<file path="config.mk">
export PLATFORM = sky130hd
export DESIGN_NAME = top_k_replace_min_tracker_core
export DESIGN_NICKNAME = d
export VERILOG_FILES = /design/src/sv/tkrm_pkg.sv /design/src/sv/tkrm_table.sv /design/src/sv/top_k_replace_min_tracker_core.sv
export SDC_FILE = /design/constraint.sdc
export NUM_CORES = 1
export LEC_CHECK = 0
export BUFFER_PORTS_ARGS = -buffer_cell sky130_fd_sc_hd__buf_4
export CORE_AREA = 2 2 274 276
export CTS_BUF_LIST = sky130_fd_sc_hd__clkbuf_4
export CTS_CLUSTER_SIZE = 16
export DETAILED_ROUTE_END_ITERATION = 16
export DIE_AREA = 0 0 276 278
export PLACE_DENSITY = 0.66
export SLEW_MARGIN = 10
export SYNTH_ARGS = -nofsm -noshare
export SYNTH_HDL_FRONTEND = slang
export SYNTH_SLANG_ARGS = --single-unit
</file>
<file path="constraint.sdc">
create_clock -name i_clk -period 8.7 [get_ports i_clk]
set_input_delay 0.435 -clock i_clk [delete_from_list [all_inputs] [get_ports i_clk]]
set_output_delay 0.435 -clock i_clk [all_outputs]
set_load 0.01 [all_outputs]
</file>
<file path="src/sv/tkrm_pkg.sv">
// Shared constants, state encoding and table control types for the top-K tracker.
package tkrm_pkg;

    localparam int SLOTS      = 10;
    localparam int COUNT_BITS = 16;

    localparam int ID_W  = 32;
    localparam int CNT_W = 16;
    localparam int SEL_W = 4;

    localparam int IDX_W  = (SLOTS > 1) ? $clog2(SLOTS) : 1;
    localparam int KEEP_W = (COUNT_BITS < CNT_W) ? COUNT_BITS : CNT_W;

    localparam logic KIND_OFFER = 1'b0;
    localparam logic KIND_READ  = 1'b1;

    typedef enum logic [2:0] {
        S_IDLE,
        S_SCAN,
        S_LAST,
        S_DECIDE,
        S_READ,
        S_RDATA,
        S_OUT
    } t_state;

    typedef struct packed {
        logic              rd_en;
        logic [IDX_W-1:0]  rd_addr;
        logic              wr_en;
        logic [IDX_W-1:0]  wr_addr;
        logic [ID_W-1:0]   wr_id;
        logic [KEEP_W-1:0] wr_cnt;
    } t_tbl_req;

endpackage

</file>
<file path="src/sv/tkrm_table.sv">
// Slot table: one write port, one registered read port, per-slot valid bits.
module tkrm_table
    import tkrm_pkg::*;
(
    input  logic              i_clk,
    input  logic              i_rst_n,
    input  t_tbl_req          i_req,
    output logic [ID_W-1:0]   o_rd_id,
    output logic [KEEP_W-1:0] o_rd_cnt
);

    logic [ID_W-1:0]   mem_id  [SLOTS];
    logic [KEEP_W-1:0] mem_cnt [SLOTS];
    logic [SLOTS-1:0]  r_valid;

    logic [ID_W-1:0]   r_rd_id;
    logic [KEEP_W-1:0] r_rd_cnt;
    logic              r_rd_vld;

    always_ff @(posedge i_clk) begin
        if (!i_rst_n) begin
            r_valid <= '0;
        end else if (i_req.wr_en) begin
            r_valid[i_req.wr_addr] <= 1'b1;
        end
    end

    always_ff @(posedge i_clk) begin
        if (i_req.wr_en) begin
            mem_id[i_req.wr_addr]  <= i_req.wr_id;
            mem_cnt[i_req.wr_addr] <= i_req.wr_cnt;
        end
        if (i_req.rd_en) begin
            r_rd_id  <= mem_id[i_req.rd_addr];
            r_rd_cnt <= mem_cnt[i_req.rd_addr];
            r_rd_vld <= r_valid[i_req.rd_addr];
        end
    end

    // A slot never written since reset reads as zero.
    assign o_rd_id  = r_rd_vld ? r_rd_id  : '0;
    assign o_rd_cnt = r_rd_vld ? r_rd_cnt : '0;

endmodule

</file>
<file path="src/sv/top_k_replace_min_tracker_core.sv">
// Offer: after acceptance the sequencer scans every slot, then passes S_LAST and S_DECIDE on to S_OUT.
// The offer time is set by the minimum scan, which reads one slot per cycle through the
// single read port of the slot table and one shared comparator.
// Read: the sequencer passes S_READ and S_RDATA on to S_OUT; a new offer or read is taken only in idle.
// A synchronous active-low reset returns the sequencer to idle, drops the output valid
// and marks every slot empty, so all slots read as id 0 and count 0.
module top_k_replace_min_tracker_core
    import tkrm_pkg::*;
(
    input  logic             i_clk,
    input  logic             i_rst_n,
    input  logic             i_valid,
    output logic             o_stall,
    input  logic             i_kind,
    input  logic [ID_W-1:0]  i_key_id,
    input  logic [CNT_W-1:0] i_link_count,
    input  logic [SEL_W-1:0] i_slot_select,
    output logic             o_valid,
    input  logic             i_stall,
    output logic             o_accepted,
    output logic [SEL_W-1:0] o_slot_number,
    output logic [ID_W-1:0]  o_slot_id,
    output logic [CNT_W-1:0] o_slot_count
);

    t_state r_state, n_state;

    logic [IDX_W-1:0]  r_idx;
    logic              r_dv;
    logic [IDX_W-1:0]  r_didx;

    logic [ID_W-1:0]   r_key_id;
    logic [KEEP_W-1:0] r_cnt;
    logic [SEL_W-1:0]  r_sel;

    logic [KEEP_W-1:0] r_low;
    logic [IDX_W-1:0]  r_best;
    logic [ID_W-1:0]   r_best_id;

    logic              r_res_acc;
    logic [SEL_W-1:0]  r_res_slot;
    logic [ID_W-1:0]   r_res_id;
    logic [KEEP_W-1:0] r_res_cnt;

    logic              r_out_valid;
    logic              r_out_acc;
    logic [SEL_W-1:0]  r_out_slot;
    logic [ID_W-1:0]   r_out_id;
    logic [KEEP_W-1:0] r_out_cnt;

    t_tbl_req          tbl_req;
    logic [ID_W-1:0]   tbl_id;
    logic [KEEP_W-1:0] tbl_cnt;

    logic [KEEP_W-1:0] cmp_a;
    logic              cmp_le;
    logic              in_take;
    logic              load_out;
    logic              scan_take;
    logic              sel_ok;

    tkrm_table u_table (
        .i_clk    (i_clk),
        .i_rst_n  (i_rst_n),
        .i_req    (tbl_req),
        .o_rd_id  (tbl_id),
        .o_rd_cnt (tbl_cnt)
    );

    // The comparator is shared: it tracks the minimum during the scan and
    // decides the replacement afterwards.
    assign cmp_a  = (r_state == S_DECIDE) ? r_cnt : tbl_cnt;
    assign cmp_le = (cmp_a <= r_low);

    // A later slot with an equal count wins, so ties go to the highest slot.
    assign scan_take = r_dv && ((r_didx == '0) || cmp_le);
    assign sel_ok    = (int'(r_sel) < SLOTS);

    assign in_take  = i_valid && !o_stall;
    assign load_out = (r_state == S_OUT) && (!r_out_valid || !i_stall);

    always_comb begin
        n_state = r_state;
        unique case (r_state)
            S_IDLE: begin
                if (i_valid) begin
                    n_state = (i_kind == KIND_READ) ? S_READ : S_SCAN;
                end
            end
            S_SCAN: begin
                if (r_idx == IDX_W'(SLOTS - 1)) begin
                    n_state = S_LAST;
                end
            end
            S_LAST:   n_state = S_DECIDE;
            S_DECIDE: n_state = S_OUT;
            S_READ:   n_state = S_RDATA;
            S_RDATA:  n_state = S_OUT;
            S_OUT: begin
                if (load_out) begin
                    n_state = S_IDLE;
                end
            end
            default:  n_state = S_IDLE;
        endcase
    end

    always_comb begin
        tbl_req         = '0;
        tbl_req.wr_addr = r_best;
        tbl_req.wr_id   = r_key_id;
        tbl_req.wr_cnt  = r_cnt;
        o_stall         = 1'b1;
        unique case (r_state)
            S_IDLE: begin
                o_stall = 1'b0;
            end
            S_SCAN: begin
                tbl_req.rd_en   = 1'b1;
                tbl_req.rd_addr = r_idx;
            end
            S_DECIDE: begin
                tbl_req.wr_en = !cmp_le;
            end
            S_READ: begin
                tbl_req.rd_en   = 1'b1;
                tbl_req.rd_addr = IDX_W'(r_sel);
            end
            S_LAST, S_RDATA, S_OUT: begin
                o_stall = 1'b1;
            end
            default: begin
                o_stall = 1'b1;
            end
        endcase
    end

    always_ff @(posedge i_clk) begin
        if (!i_rst_n) begin
            r_state     <= S_IDLE;
            r_idx       <= '0;
            r_dv        <= 1'b0;
            r_out_valid <= 1'b0;
        end else begin
            r_state <= n_state;
            if (in_take) begin
                r_idx <= '0;
                r_dv  <= 1'b0;
            end else if (r_state == S_SCAN) begin
                r_dv <= 1'b1;
                if (r_idx != IDX_W'(SLOTS - 1)) begin
                    r_idx <= r_idx + 1'b1;
                end
            end else begin
                r_dv <= 1'b0;
            end
            if (load_out) begin
                r_out_valid <= 1'b1;
            end else if (!i_stall) begin
                r_out_valid <= 1'b0;
            end
        end
    end

    always_ff @(posedge i_clk) begin
        if (in_take) begin
            r_key_id <= i_key_id;
            r_cnt    <= i_link_count[KEEP_W-1:0];
            r_sel    <= i_slot_select;
        end
        if (r_state == S_SCAN) begin
            r_didx <= r_idx;
        end
        if (scan_take) begin
            r_low     <= tbl_cnt;
            r_best    <= r_didx;
            r_best_id <= tbl_id;
        end
        if (r_state == S_DECIDE) begin
            r_res_acc  <= !cmp_le;
            r_res_slot <= SEL_W'(r_best);
            r_res_id   <= cmp_le ? r_best_id : r_key_id;
            r_res_cnt  <= cmp_le ? r_low : r_cnt;
        end else if (r_state == S_RDATA) begin
            r_res_acc  <= 1'b0;
            r_res_slot <= r_sel;
            r_res_id   <= sel_ok ? tbl_id  : '0;
            r_res_cnt  <= sel_ok ? tbl_cnt : '0;
        end
        if (load_out) begin
            r_out_acc  <= r_res_acc;
            r_out_slot <= r_res_slot;
            r_out_id   <= r_res_id;
            r_out_cnt  <= r_res_cnt;
        end
    end

    assign o_valid       = r_out_valid;
    assign o_accepted    = r_out_acc;
    assign o_slot_number = r_out_slot;
    assign o_slot_id     = r_out_id;
    assign o_slot_count  = CNT_W'(r_out_cnt);

endmodule

</file>
==> metrics.yaml <==
cts_resized: 0
crit_start: "r_state[0]$_SDFFE_PN0P_"
hold_viol: 0
firstDrtPassIters: 11
drive_gt1_share_pct: 27.8
synth-seq-cells: 762
drv_slew: 0
die_height_um: 278
synth_edf_count: 743
synthArstFlopShare_pct: 0
nets: 1947
synth_commonest_cells: "edfxtp_1 (743), nand3_1 (99), mux4_2 (96), o21ai_0 (69), clkbuf_1 (65)"
fillCellCount: 6322
numCtsBuffers: 191
worst-setup-path-type: "reg2reg"
clk_pin_slew_ns: 0.07
maxCapViolCount: 0
startpoint_type: "register"
synth_area_um2: 29200
clk_path_buf_depth: 3
power_density_nw_per_um2: 243
drc: 6
grtUsageTotal_pct: 17.1
cts_tree: "done"
utilization_pct: 46.3
start_util_pct: 39.5
vias: 15928
synth_top_area_cell: "edfxtp_1"
via_per_inst: 5.37
ant_nets: 0
rsz0062_at_grt: "no"
synth.most_common_cell: "edfxtp_1"
timing.setup.tns_ns: 0
cp-end-kind: "register"
area_growth_pct: 17.2
worstPathArrival_ns: 6.89
dp_cells: 2580
die_x_um: 276
synth_flop_cell: "edfxtp_1"
timing.fmax_ghz: 0.160
setup_viol: 0
drt-initial-drc-count: 1308
antenna_found_initial: 2
wl_per_cell_um: 21.9
boundaryPins: 112
grt_pass1_vias: 16461
syn_avg_cell_area_um2: 18.6
violations: "DRC"
clock_sinks: 762
yosys_warnings: 0
hp-class: "in2reg"
worst_pin_slew_ns: 1.12
grt_overflow_total: 0
slew_headroom_pct: 25.2
ys_types: 47
fin_cells: 2968
synth_top_area_share_pct: 76.5
ir_worst_vdd_uv: 124
status: "finished, violations left"
syn_nets: 1643
p_leak_nw: 11.2
r2r-start: "r_state[0]$_SDFFE_PN0P_"
holdWs_ns: 0.152
dpl.hpwl_um: 37100
postCtsSetupRepairBufs: 0
synth.yosys.seq_area_share_pct: 77.8
skew_ns: 0.0717
rows: 100
grt_max_degree: 107
cts_max_level: 4
period_share_pct: 72.0
dieArea_um2: 76700
gp_congestion: 0.792
root_buffer: "clkbuf_4"
power.total_mw: 8.31
clk_latency_ns: 1.02
fin_crit_ns: 6.26
min_from: "i_link_count[12]"
grt_first_pass_wirelength_um: 98200
routed_wl_um: 65100
synthTopCellsByArea: "edfxtp_1 (76%), mux4_2 (7.4%), mux2i_1 (1.9%)"
cts.hold.buffers_added: 67
core_area_um2: 73800
synthCells: 1568
cp_max_fo: 102
cp.required_ns: 9.33
io_buffers: 111
## sequential cells by signal (all words and copies together), names as in the netlist, 32 cells and up
name	count
u_table.r_rd_id	32
r_res_id	32
o_slot_id	32
r_best_id	32
u_table.mem_id	320
u_table.mem_cnt	160
r_key_id	32
## worst paths after layout
path                                     to  slack, ns  cells after the start
max          u_table.mem_id[8][0]$_DFFE_PP_       2.44                     12
min                     r_cnt[12]$_DFFE_PP_       0.15                      2
min reg2reg         o_slot_id[11]$_DFFE_PP_       0.40                      0
max reg2reg  u_table.mem_id[8][0]$_DFFE_PP_       2.44                     12
## placed cells by master (no fill, tap or decap), types with 33 or more instances in the layout
cell,n
o21ai_0,69
dlygate4sd3_1,67
nand3_1,99
nand2_1,60
edfxtp_1,743
nand4_1,37
clkinv_1,33
buf_4,141
a32oi_1,48
mux2i_1,54
clkbuf_4,265
and2_1,35
mux4_2,96
a22oi_1,49
## power breakdown
group	internal [mW]	leakage, nW	switching (mW)
sequential	4.36	6.91	0.179
combinational	0.338	2.99	0.613
clock	1.43	1.35	1.38
## kinds of logic after synthesis
kind of cell | after synthesis | synth area share, %
adder cells (fa/ha/maj) | 18 | 0.772
AND/OR/NAND/NOR | 297 | 5.44
flip-flops | 762 | 77.8
XOR/XNOR | 2 | 0.0601
AO/OA/AOI/OAI | 207 | 4.82
multiplexers | 151 | 9.30
buffers and inverters | 131 | 1.82
## through the flow
stage	setup WS, ns	area, um2
global route	2.03	34200
finish	2.44	34200
floorplan	0.115	29200
global placement	2.73	31200
CTS	2.43	34200
detailed placement	2.50	31200
## routing by layer
metal  up-vias  wire (um)  global-route usage [%]
li1       7122          -                       -
met1      8078      27200                    22.3
met2       644      31400                    27.0
met3        84       4950                    5.13
met4         0       1470                    6.64
met5         -          0                       0
## layout make-up
cell class	count	area [um2]	area share, %
Sequential cell	762	22700	66.4
Multi-Input combinational cell	675	6110	17.9
Clock inverter	53	288	0.842
Timing Repair Buffer	210	1770	5.18
Antenna cell	2	5.00	0.0146
Inverter	32	120	0.351
Tap cell	969	1210	3.55
Clock buffer	265	1990	5.82
## worst max-delay path, stage by stage, from the launching register on
cell,delay (ns)
dfxtp_1,0.56
nor2b_1,0.41
and2_4,0.83
nand2_1,0.19
o21ai_0,0.13
ha_1,0.28
nand4_1,0.16
or4_4,0.19
or2_2,0.61
nand2_2,0.32
or4_4,0.56
nor3b_4,0.95
buf_4,0.57
Note: power is estimated with default switching activity, not from simulation.
